**src/hw/rtl/rpn_eval_pkg.sv**
```systemverilog
// ----------------------------------------------------------------------------
// rpn_eval_pkg
// Shared widths, command and status codes for the postfix evaluator.
// ----------------------------------------------------------------------------
package rpn_eval_pkg;

  localparam int DATA_W      = 32;
  localparam int CMD_W       = 3;
  localparam int DEPTH_OUT_W = 5;
  localparam int STATUS_W    = 2;
  localparam int ITER_W      = $clog2(DATA_W);
  localparam int StackDepthDefault = 16;

  localparam logic [CMD_W-1:0] CMD_PUSH = 3'd0;
  localparam logic [CMD_W-1:0] CMD_ADD  = 3'd1;
  localparam logic [CMD_W-1:0] CMD_SUB  = 3'd2;
  localparam logic [CMD_W-1:0] CMD_MUL  = 3'd3;
  localparam logic [CMD_W-1:0] CMD_DIV  = 3'd4;

  localparam logic [STATUS_W-1:0] ST_OK      = 2'd0;
  localparam logic [STATUS_W-1:0] ST_FEW     = 2'd1;
  localparam logic [STATUS_W-1:0] ST_FULL    = 2'd2;
  localparam logic [STATUS_W-1:0] ST_DIVZERO = 2'd3;

endpackage

```
**src/hw/rtl/postfix_expression_evaluator.sv**
```systemverilog
// ----------------------------------------------------------------------------
// postfix_expression_evaluator
// Postfix evaluator over a bounded stack of signed 32-bit operands.
// ----------------------------------------------------------------------------
// Each token gives one result item (top of stack, depth, status). The top of
// the stack lives in a register and the entries below it in a RAM, so an
// operator needs one RAM read for its left operand. All arithmetic runs
// through one shared 33-bit adder under a small sequencer: multiply is
// shift-add, one multiplier bit a cycle, and divide is restoring, one
// quotient bit a cycle, plus sign fix-ups on the same adder. The input is
// stalled until the current token is finished; a finished result waits in
// the output register while the next token is taken.
module postfix_expression_evaluator #(
  parameter int STACK_DEPTH = rpn_eval_pkg::StackDepthDefault
) (
  input  logic                                     clk,
  input  logic                                     rst_n,
  input  logic                                     in_valid,
  output logic                                     in_stall,
  input  logic [rpn_eval_pkg::CMD_W-1:0]           in_command,
  input  logic signed [rpn_eval_pkg::DATA_W-1:0]   in_number,
  output logic                                     out_valid,
  input  logic                                     out_stall,
  output logic signed [rpn_eval_pkg::DATA_W-1:0]   out_top_value,
  output logic [rpn_eval_pkg::DEPTH_OUT_W-1:0]     out_depth,
  output logic [rpn_eval_pkg::STATUS_W-1:0]        out_status
);

  import rpn_eval_pkg::*;

  localparam int CW = $clog2(STACK_DEPTH + 1);
  localparam int AW = $clog2(STACK_DEPTH);

  typedef enum logic [8:0] {
    S_IDLE = 9'b000000001,
    S_READ = 9'b000000010,
    S_MUL  = 9'b000000100,
    S_NEGN = 9'b000001000,
    S_NEGD = 9'b000010000,
    S_DIV  = 9'b000100000,
    S_NEGQ = 9'b001000000,
    S_WB   = 9'b010000000,
    S_DONE = 9'b100000000
  } state_t;

  state_t              state_r, state_nxt;
  logic [CW-1:0]       count_r, count_nxt;
  logic [DATA_W-1:0]   tos_r, tos_nxt;
  logic [CMD_W-1:0]    op_r, op_nxt;
  logic [STATUS_W-1:0] status_r, status_nxt;
  logic [DATA_W-1:0]   quo_r, quo_nxt;
  logic [DATA_W-1:0]   den_r, den_nxt;
  logic [DATA_W-1:0]   rem_r, rem_nxt;
  logic [DATA_W-1:0]   acc_r, acc_nxt;
  logic [ITER_W-1:0]   iter_r, iter_nxt;
  logic                neg_n_r, neg_n_nxt;
  logic                neg_d_r, neg_d_nxt;
  logic                neg_q_r, neg_q_nxt;

  logic                out_valid_r, out_valid_nxt;
  logic [DATA_W-1:0]   out_top_r, out_top_nxt;
  logic [DEPTH_OUT_W-1:0] out_depth_r, out_depth_nxt;
  logic [STATUS_W-1:0] out_status_r, out_status_nxt;

  logic                ram_we;
  logic [AW-1:0]       ram_waddr;
  logic [AW-1:0]       ram_raddr;
  logic [DATA_W-1:0]   ram_rdata;

  logic [DATA_W:0]     add_a, add_b, add_sum;
  logic                add_sub;
  logic [DATA_W:0]     rem_sh;
  logic                in_accept;
  logic                out_free;

  rpn_ram #(
    .WIDTH (DATA_W),
    .DEPTH (STACK_DEPTH)
  ) u_ram (
    .clk   (clk),
    .we    (ram_we),
    .waddr (ram_waddr),
    .wdata (tos_r),
    .raddr (ram_raddr),
    .rdata (ram_rdata)
  );

  assign in_stall  = (state_r != S_IDLE);
  assign in_accept = in_valid && !in_stall;
  assign out_free  = !out_valid_r || !out_stall;

  assign ram_waddr = AW'(count_r - CW'(1));
  assign ram_raddr = AW'(count_r - CW'(2));
  assign rem_sh    = {rem_r, quo_r[DATA_W-1]};

  // shared adder
  assign add_sum = add_a + (add_b ^ {(DATA_W+1){add_sub}}) + (DATA_W+1)'(add_sub);

  always_comb begin
    add_a   = '0;
    add_b   = '0;
    add_sub = 1'b0;
    unique case (state_r)
      S_READ: begin
        add_a   = {1'b0, ram_rdata};
        add_b   = {1'b0, tos_r};
        add_sub = (op_r == CMD_SUB);
      end
      S_MUL: begin
        add_a = {1'b0, acc_r};
        add_b = {1'b0, den_r};
      end
      S_NEGN: begin
        add_b   = {1'b0, quo_r};
        add_sub = 1'b1;
      end
      S_NEGD: begin
        add_b   = {1'b0, den_r};
        add_sub = 1'b1;
      end
      S_DIV: begin
        add_a   = rem_sh;
        add_b   = {1'b0, den_r};
        add_sub = 1'b1;
      end
      S_NEGQ: begin
        add_b   = {1'b0, quo_r};
        add_sub = 1'b1;
      end
      default: begin
      end
    endcase
  end

  always_comb begin
    state_nxt      = state_r;
    count_nxt      = count_r;
    tos_nxt        = tos_r;
    op_nxt         = op_r;
    status_nxt     = status_r;
    quo_nxt        = quo_r;
    den_nxt        = den_r;
    rem_nxt        = rem_r;
    acc_nxt        = acc_r;
    iter_nxt       = iter_r;
    neg_n_nxt      = neg_n_r;
    neg_d_nxt      = neg_d_r;
    neg_q_nxt      = neg_q_r;
    ram_we         = 1'b0;
    out_valid_nxt  = out_valid_r && out_stall;
    out_top_nxt    = out_top_r;
    out_depth_nxt  = out_depth_r;
    out_status_nxt = out_status_r;

    unique case (state_r)
      S_IDLE: begin
        if (in_accept) begin
          op_nxt     = in_command;
          status_nxt = ST_OK;
          state_nxt  = S_DONE;
          unique case (in_command) inside
            CMD_PUSH: begin
              if (count_r == CW'(STACK_DEPTH)) begin
                status_nxt = ST_FULL;
              end else begin
                ram_we    = (count_r != '0);
                tos_nxt   = in_number;
                count_nxt = count_r + CW'(1);
              end
            end
            CMD_ADD, CMD_SUB, CMD_MUL, CMD_DIV: begin
              if (count_r < CW'(2)) begin
                status_nxt = ST_FEW;
              end else begin
                state_nxt = S_READ;
              end
            end
            default: begin
            end
          endcase
        end
      end
      S_READ: begin
        iter_nxt = '0;
        unique case (op_r) inside
          CMD_ADD, CMD_SUB: begin
            tos_nxt   = add_sum[DATA_W-1:0];
            count_nxt = count_r - CW'(1);
            state_nxt = S_DONE;
          end
          CMD_MUL: begin
            acc_nxt   = '0;
            den_nxt   = ram_rdata;
            quo_nxt   = tos_r;
            state_nxt = S_MUL;
          end
          default: begin
            if (tos_r == '0) begin
              status_nxt = ST_DIVZERO;
              state_nxt  = S_DONE;
            end else begin
              quo_nxt   = ram_rdata;
              den_nxt   = tos_r;
              neg_n_nxt = ram_rdata[DATA_W-1];
              neg_d_nxt = tos_r[DATA_W-1];
              neg_q_nxt = ram_rdata[DATA_W-1] ^ tos_r[DATA_W-1];
              state_nxt = S_NEGN;
            end
          end
        endcase
      end
      S_MUL: begin
        if (quo_r[0]) begin
          acc_nxt = add_sum[DATA_W-1:0];
        end
        quo_nxt  = quo_r >> 1;
        den_nxt  = den_r << 1;
        iter_nxt = iter_r + ITER_W'(1);
        if (iter_r == '1) begin
          state_nxt = S_WB;
        end
      end
      S_NEGN: begin
        if (neg_n_r) begin
          quo_nxt = add_sum[DATA_W-1:0];
        end
        state_nxt = S_NEGD;
      end
      S_NEGD: begin
        if (neg_d_r) begin
          den_nxt = add_sum[DATA_W-1:0];
        end
        rem_nxt   = '0;
        state_nxt = S_DIV;
      end
      S_DIV: begin
        if (!add_sum[DATA_W]) begin
          rem_nxt = add_sum[DATA_W-1:0];
          quo_nxt = {quo_r[DATA_W-2:0], 1'b1};
        end else begin
          rem_nxt = rem_sh[DATA_W-1:0];
          quo_nxt = {quo_r[DATA_W-2:0], 1'b0};
        end
        iter_nxt = iter_r + ITER_W'(1);
        if (iter_r == '1) begin
          state_nxt = S_NEGQ;
        end
      end
      S_NEGQ: begin
        acc_nxt   = neg_q_r ? add_sum[DATA_W-1:0] : quo_r;
        state_nxt = S_WB;
      end
      S_WB: begin
        tos_nxt   = acc_r;
        count_nxt = count_r - CW'(1);
        state_nxt = S_DONE;
      end
      S_DONE: begin
        if (out_free) begin
          out_valid_nxt  = 1'b1;
          out_top_nxt    = (count_r != '0) ? tos_r : '0;
          out_depth_nxt  = DEPTH_OUT_W'(count_r);
          out_status_nxt = status_r;
          state_nxt      = S_IDLE;
        end
      end
      default: begin
        state_nxt = S_IDLE;
      end
    endcase
  end

  always_ff @(posedge clk) begin
    if (!rst_n) begin
      state_r     <= S_IDLE;
      count_r     <= '0;
      out_valid_r <= 1'b0;
    end else begin
      state_r     <= state_nxt;
      count_r     <= count_nxt;
      out_valid_r <= out_valid_nxt;
    end
  end

  always_ff @(posedge clk) begin
    tos_r        <= tos_nxt;
    op_r         <= op_nxt;
    status_r     <= status_nxt;
    quo_r        <= quo_nxt;
    den_r        <= den_nxt;
    rem_r        <= rem_nxt;
    acc_r        <= acc_nxt;
    iter_r       <= iter_nxt;
    neg_n_r      <= neg_n_nxt;
    neg_d_r      <= neg_d_nxt;
    neg_q_r      <= neg_q_nxt;
    out_top_r    <= out_top_nxt;
    out_depth_r  <= out_depth_nxt;
    out_status_r <= out_status_nxt;
  end

  assign out_valid     = out_valid_r;
  assign out_top_value = out_top_r;
  assign out_depth     = out_depth_r;
  assign out_status    = out_status_r;

endmodule

```
**src/hw/rtl/rpn_ram.sv**
```systemverilog
// ----------------------------------------------------------------------------
// rpn_ram
// Generic simple dual-port RAM, one write port, one registered read port.
// ----------------------------------------------------------------------------
module rpn_ram #(
  parameter int WIDTH = 32,
  parameter int DEPTH = 16,
  localparam int AW   = (DEPTH > 1) ? $clog2(DEPTH) : 1
) (
  input  logic             clk,
  input  logic             we,
  input  logic [AW-1:0]    waddr,
  input  logic [WIDTH-1:0] wdata,
  input  logic [AW-1:0]    raddr,
  output logic [WIDTH-1:0] rdata
);

  logic [WIDTH-1:0] mem [DEPTH];
  logic [WIDTH-1:0] rdata_r;

  always_ff @(posedge clk) begin
    if (we) begin
      mem[waddr] <= wdata;
    end
    rdata_r <= mem[raddr];
  end

  assign rdata = rdata_r;

endmodule

```
**config.mk**
```make
export PLATFORM = sky130hd
export DESIGN_NAME = postfix_expression_evaluator
export DESIGN_NICKNAME = d
export VERILOG_FILES = /design/src/hw/rtl/rpn_eval_pkg.sv /design/src/hw/rtl/postfix_expression_evaluator.sv /design/src/hw/rtl/rpn_ram.sv
export SDC_FILE = /design/constraint.sdc
export NUM_CORES = 1
export LEC_CHECK = 0
export BUFFER_PORTS_ARGS = -buffer_cell sky130_fd_sc_hd__buf_4
export CORE_MARGIN = 1.5
export CORE_UTILIZATION = 50
export CTS_CLUSTER_DIAMETER = 150
export DETAILED_ROUTE_END_ITERATION = 10
export PLACE_DENSITY = 0.67
export SETUP_SLACK_MARGIN = 0.05
export SLEW_MARGIN = 20
export SYNTH_ARGS = -nofsm -noshare
export SYNTH_HDL_FRONTEND = slang
export SYNTH_SLANG_ARGS = --single-unit
```
**constraint.sdc**
```tcl
create_clock -name clk -period 5.6 [get_ports clk]
set_input_delay 0.84 -clock clk [delete_from_list [all_inputs] [get_ports clk]]
set_output_delay 0.84 -clock clk [all_outputs]
set_load 0.02 [all_outputs]
```
# [Yosys cells after proc, flatten, opt, wreduce, memory -nomap -nowiden]
# Memories as Yosys holds them, arrays and structs flattened. A register that Yosys moved wholly into a read port is not among the register bits.
# Cells that the tools add are included.
[word_totals] register_bits=227 latch_bits=0 mem_bits_rw=512 romBits=0 out_inout_bits=41 elab_cells=148 mem_count=1
[memory_table] memory="u_ram.mem" depth=16 word_bits=32 read_ports=1 rd_ports_with_merged_regs=1 write_ports=1 line_no="rpn_ram.sv:18" rtl="logic [WIDTH-1:0] mem [DEPTH];"
[classes] add_sub_neg=6 mul=0 div=0 n_lt_le_gt_ge=1 eq_ne=34 shift=0 mux=53 bitwise_logic=4 n_reduce_logical=32
[op_table] cell="$mux 32" n=12
[op_table] cell="$pmux 32 s3" n=4
[op_table] cell="$pmux 32 s2" n=3
[op_table] cell="$pmux 32 s4" n=1
[op_table] cell="$pmux 33 s3" n=1
[op_table] cell="$pmux 9 s9" n=1
[op_table] cell="$mux 9" n=7
[op_table] cell="$add 33x1->33" n=1
[op_table] cell="$add 33x33->33" n=1
[op_table] cell="$xor 33x33->33" n=1
[op_table] cell="$logic_not 32->1" n=1
[op_table] cell="$ne 2x2->1 const B" n=14
[op_table] cell="$mux 5" n=4
[op_table] cell="$pmux 9 s2" n=1
[op_table] cell="$reduce_and 4->1" n=4
[op_table] cell="$pmux 5 s3" n=1
[op_table] cell="$eq 3x2->1 const B" n=4
[op_table] cell="$add 5x1->5 const B" n=2
[op_table] cell="$eq 5x5->1 const B" n=2
[op_table] cell="$mux 1" n=10
[op_table] cell="$pmux 5 s2" n=1
[op_table] cell="$eq 9x1->1 const B" n=1
[op_table] cell="$eq 9x2->1 const B" n=1
[op_table] cell="$eq 9x3->1 const B" n=1
[op_table] cell="32 further kinds" n=51

# [Logic depth before layout (Yosys ltp)]
[depth] depth_word=8 depth_mapped=22 depth_no_buf=16

# [Modules after synthesis]
# A second synthesis with hierarchy kept.
[hier_totals] cells_unflattened=2322 hier_area_um2=34101.5
[modules_own_cells] mod="rpn_ram" instances=1 cells_each=838 area_each_um2=19835.3 seq_area_each_um2=16015.4
[modules_own_cells] mod="postfix_expression_evaluator" instances=1 cells_each=1484 area_each_um2=14266.2 seq_area_each_um2=6666.4

# [Least setup slack after synthesis]
# OpenSTA, ideal clock, no wires.
[synth_path] kind="flip-flop to flip-flop" start="register state_r[8]" end="register rem_r[28] (data pin)" arrival_ns=5.614 slack_ns=-0.280 stages_incl_launch_ff=20 n_path_buf=4 cell_sequence="dfxtp_1 > nor4_1 > and4_1 > a211o_1 > buf_2 > clkbuf_1 > xnor2_1 > ha_1 > clkbuf_1 > a211oi_1 > o21ai_0 > a22oi_1 > o2111a_1 > nor2_1 > a211o_1 > a21o_1 > xor2_2 > clkbuf_1 > mux2i_1 > nor2_1"
[synth_via] elab_chain_len=8 elab_cells_between_ends=17
[synth_lines] element="from (decl)" line_no="postfix_expression_evaluator.sv:46" rtl="state_t state_r, state_nxt;"
[synth_lines] element="from (signal assigned)" line_no="postfix_expression_evaluator.sv:279" rtl="state_r <= state_nxt;"
[synth_lines] element="$eq 9x6->1 (tied with other cells)" line_no="postfix_expression_evaluator.sv:103, postfix_expression_evaluator.sv:155"
[synth_lines] element="$reduce_or 3->1 (no line) (tied with other cells)"
[synth_lines] element="$pmux 32 s3 or $pmux 1 s2 (tied branches)" line_no="postfix_expression_evaluator.sv:103" rtl="unique case (state_r)"
[synth_lines] element="$xor 33x33->33" line_no="postfix_expression_evaluator.sv:97" rtl="assign add_sum = add_a + (add_b ^ {(DATA_W+1){add_sub}}) + (DATA_W+1)'(add_sub);"
[synth_lines] element="$add 33x33->33" line_no="postfix_expression_evaluator.sv:97"
[synth_lines] element="$add 33x1->33" line_no="postfix_expression_evaluator.sv:97"
[synth_lines] element="$mux 32" line_no="postfix_expression_evaluator.sv:237" rtl="if (!add_sum[DATA_W]) begin"
[synth_lines] element="$pmux 32 s2 (*)" line_no="postfix_expression_evaluator.sv:155" rtl="unique case (state_r)"
[synth_lines] element="to (signal assigned)" line_no="postfix_expression_evaluator.sv:291" rtl="rem_r <= rem_nxt;"
[synth_lines] element="to (decl)" line_no="postfix_expression_evaluator.sv:53" rtl="logic [DATA_W-1:0] rem_r, rem_nxt;"
# Mark *: on every way between the ends. The rest lies on a longest branch, timed or not.
# A chain may end at the register's enable or synchronous reset.

# [Final worst setup path]
[layout_path] start="register state_r[8]" end="register acc_r[15] (data pin)"
[layout_via] elab_chain_len=8 elab_cells_between_ends=18
[layout_lines] element="$eq 9x6->1 (tied with other cells)" line_no="postfix_expression_evaluator.sv:103"
[layout_lines] element="$reduce_or 3->1 (no line) (tied with other cells)"
[layout_lines] element="$pmux 32 s3 or $pmux 1 s2 (tied branches)" line_no="postfix_expression_evaluator.sv:103"
[layout_lines] element="$xor 33x33->33" line_no="postfix_expression_evaluator.sv:97"
[layout_lines] element="$add 33x33->33" line_no="postfix_expression_evaluator.sv:97"
[layout_lines] element="$add 33x1->33" line_no="postfix_expression_evaluator.sv:97"
[layout_lines] element="$mux 32, on equally long branches" line_no="postfix_expression_evaluator.sv:250, postfix_expression_evaluator.sv:213"
[layout_lines] element="$pmux 32 s3 (*)" line_no="postfix_expression_evaluator.sv:155"
[layout_lines] element="named net acc_nxt[15]" line_no="postfix_expression_evaluator.sv:54" rtl="logic [DATA_W-1:0] acc_r, acc_nxt;"
[layout_lines] element="to (signal assigned)" line_no="postfix_expression_evaluator.sv:292" rtl="acc_r <= acc_nxt;"
[layout_lines] element="to (decl)" line_no="postfix_expression_evaluator.sv:54"
# Mark *: on every way through the listed nets, which the timed path passes. The rest lies on a longest branch. The select of a mux whose other input is x is not followed.

==> qor.yml <==
run_status:
  outcome: "finished clean"
synth:
  net_count_of_the_mapped_netlist: 2325
  synth.lib_cells_used.distinct: 71
  synth_enable_flop_cells: 724
  synth.yosys.warnings: 0
  syn_area_per_cell_um2: 15.21
  cells_after_synthesis: 2243
  async_reset_ff_frac: 0
  synth_top_flop_cell: "edfxtp_1"
  ys_ff_latch: 771
  mapped_cell_area_mm2: 0.03411
  synth.largest_area_cell: "edfxtp_1"
  yosys-top-cells-area: "edfxtp_1 (64%), mux4_2 (11%), nand2_1 (3.3%), dfxtp_1 (2.8%), a21oi_1 (1.6%)"
  seq_area_frac_synth: 0.6649
  netlist.area_leader.share: 0.6373
power:
  switching_share: 0.2080
  leakage_nw: 13.17
  clock_power_share: 0.454
  power.density_cell_area_mw_per_mm2: 317.1
  seqPwrFrac: 0.514
  p_int_mw: 9.793
  share_comb_of_total_power: 0.032
  tot_pwr_mw: 12.37
  ir_worst_vdd_v: 0.0002540
  net_switching_component_of_the_power_mw: 2.572
routing:
  post_drt_via_cell_ratio: 6.529
  ant_nets: 0
  routed_wl_mm: 94.10
  drt_iter0_drc: 2913
  wire_per_inst_um: 28.64
  num_vias: 21450
  drc: 0
  drt_pass1_iterations: 6
clock_tree:
  maximum_clock_insertion_buffer_count: 3
  cts_tree: "done"
  cts_hold_buffers: 0
  post_cts_resize_count: 0
  clk_root_buffer_cell: "clkbuf_16"
  htreeDepth: 3
  clk_pin_slew_worst_paths_ns: 0.06
  clock_insertion_delay_worst_skew_ns: 0.65
  cts_buffers: 82
  cts_num_sinks: 771
grt:
  grt_pass1_wl_mm: 140.3
  grt_start_max_net_pins: 66
  track_usage: 0.2719
  global_route.overflow_total: 0
  grt_pass1_vias: 21320
  number_of_antenna_violations_at_the_first_check_in_global_routing: 2
final_layout:
  syn2layout_area_growth_pct: 14.32
  drive_gt1_frac: 0.2069
  fillers: 5053
  finish.instance_area_mm2: 0.03900
  antenna-diode-count: 0
  fin_nets: 2426
critical_path:
  worst-endpoint-arrival_ns: 5.66
  worstSetupStartpointType: "flip-flop"
  crit_path_max_fanout: 25
  rr_endpoint: "acc_r[15]"
  critical_path.endpoint_type: "flip-flop"
  worst-r2r-setup-slack_ns: 0.28
  crit-reg2reg-launch: "state_r[8]"
  ff2ff_path_depth: 15
  critPathRequiredTime_ns: 5.94
  critical_path_class: "reg2reg"
sta:
  worst_pin_slew_ns: 1.228
  final_min_period_over_clock_period: 0.9505
  clock_skew_ns: 0.02523
  timing.max_slew.rel_slack: 0.1793
  period_needed_ns: 5.323
  finalHoldViolCount: 0
  timing.setup.tns_ns: 0
  finalSetupViolCount: 0
  timing.fmax_ghz: 0.1879
  count_of_pins_over_their_slew_limit: 0
  grt_setup_unrepaired: "no"
hold_path:
  min_from: "in_command[1]"
  worstHoldEndpoint: "op_r[1]"
  worstHoldPathType: "in2reg"
  hold_path_depth: 1
floorplanning:
  placeableCoreArea_mm2: 0.06740
  die_h_um: 264.2
  die_width_um: 264.2
  initial_core_util: 0.5062
  rows: 95
  die_area_mm2: 0.06980
  io_pins: 80
placement:
  hpwl_mm: 57.73
  place_congestion: 0.9760
  numPortBuffers: 79
  post_dp_cell_area_mm2: 0.03616
flow_run:
  drv.max_cap_violation_count: 0
## cell usage in the layout, fill, tap and decap left out, types with 22 or more instances in the layout
cell type    n
a21oi_1    107
a221o_1     31
a222oi_1    36
a22o_1      27
a22oi_1     61
a31oi_1     22
buf_4      152
clkbuf_16   83
dfxtp_1     45
edfxtp_1   724
ha_1        41
mux2i_1     30
mux4_2     160
nand2_1    298
nor2_1      97
nor2b_1     41
o21ai_0     57
xnor2_1     52
## cells in the mapped netlist (30+ instances only)
cell and count:
nor2b_1 41, a21oi_1 109, mux2i_1 30, mux4_2 160, a22oi_1 61, xnor2_1 52
ha_1 42, clkbuf_1 104, nand2_1 298, dfxtp_1 47, edfxtp_1 724, buf_1 30
a221o_1 31, o21ai_0 57, a222oi_1 36, nor2_1 118
## stage by stage
step,std cells,util,hold slack [ns],setup WS [ns]
final,3285,0.5787,0.3899,0.2774
after global routing,3285,0.5787,0.3740,0.08451
after CTS,3282,0.5782,0.3630,0.2411
after detailed placement,3130,0.5365,0.4071,0.2538
after global placement,3130,0.5365,0.4027,0.3331
after floorplan,2243,-,0.4003,0.1781
## timing repair
action,CTS,global route
endpoints found under the setup margin,0,40
setup buffers,0,3
hold endpoints to repair,0,0
## worst max-delay path by stage
stage	depth (start not counted)	end	startpoint
floorplan	19	rem_r[28]	state_r[8]
global placement	17	quo_r[0]	state_r[8]
detailed placement	17	quo_r[0]	state_r[8]
CTS	17	quo_r[0]	state_r[8]
global route	17	rem_r[3]	state_r[8]
finish	15	acc_r[15]	state_r[8]
## kinds of logic after synthesis
family | Yosys count | synth area share
flops | 771 | 0.6649
mux | 196 | 0.1164
xor+xnor | 72 | 0.01871
simple gates | 557 | 0.07372
buf+inv | 161 | 0.01794
fa+ha+maj | 43 | 0.01599
compound gates | 443 | 0.09235
## power groups by stage
stage               Sequential, mW  Clock [mW]  Combinational, mW
floorplan                     6.46           0              0.249
global placement              6.47           0              0.380
detailed placement            6.48           0              0.387
CTS                           6.35        5.67              0.390
global route                  6.36        5.89              0.421
finish                        6.36        5.62              0.390
## worst max-delay path: stages (launching register included)
cell and delay (ns):
dfxtp_1 0.36, or4_4 0.60, nor3_4 0.35, buf_4 0.38
a222oi_1 0.19, xnor2_1 0.16, ha_1 0.37, a21o_1 0.21
a21o_1 0.17, a21oi_1 0.23, nand2_1 0.15, a211oi_1 0.49
nor2_1 0.19, nor4b_1 0.20, a211oi_1 0.77, o21ai_0 0.20
## metal layers
metal  vias up  track usage  routed length (um)
li1       9130            -                   -
met1     10910       0.3819               37680
met2      1212       0.4304               44450
met3       199      0.04940                8965
met4         0      0.09335                2999
met5         -            0                   0
## registers in the layout, indices dropped and copies added, names as in the netlist, 32 cells and up
| signal | count |
|---|---|
| acc_r | 32 |
| rem_r | 32 |
| out_top_value | 32 |
| den_r | 32 |
| tos_r | 32 |
| u_ram.mem | 512 |
| u_ram.rdata | 32 |
| quo_r | 32 |
## final cells by class
class / instances / area (um2) / share of cell area
inverter: 21 / 78.83 / 0.002021
multi-input combinational: 1311 / 11090 / 0.2843
clock buffer: 109 / 2255 / 0.05781
clock inverter: 43 / 554.3 / 0.01421
sequential: 771 / 22690 / 0.5818
timing repair buffer: 157 / 1241 / 0.03183
tap: 873 / 1092 / 0.02801
(Power assumes the default switching activity.)
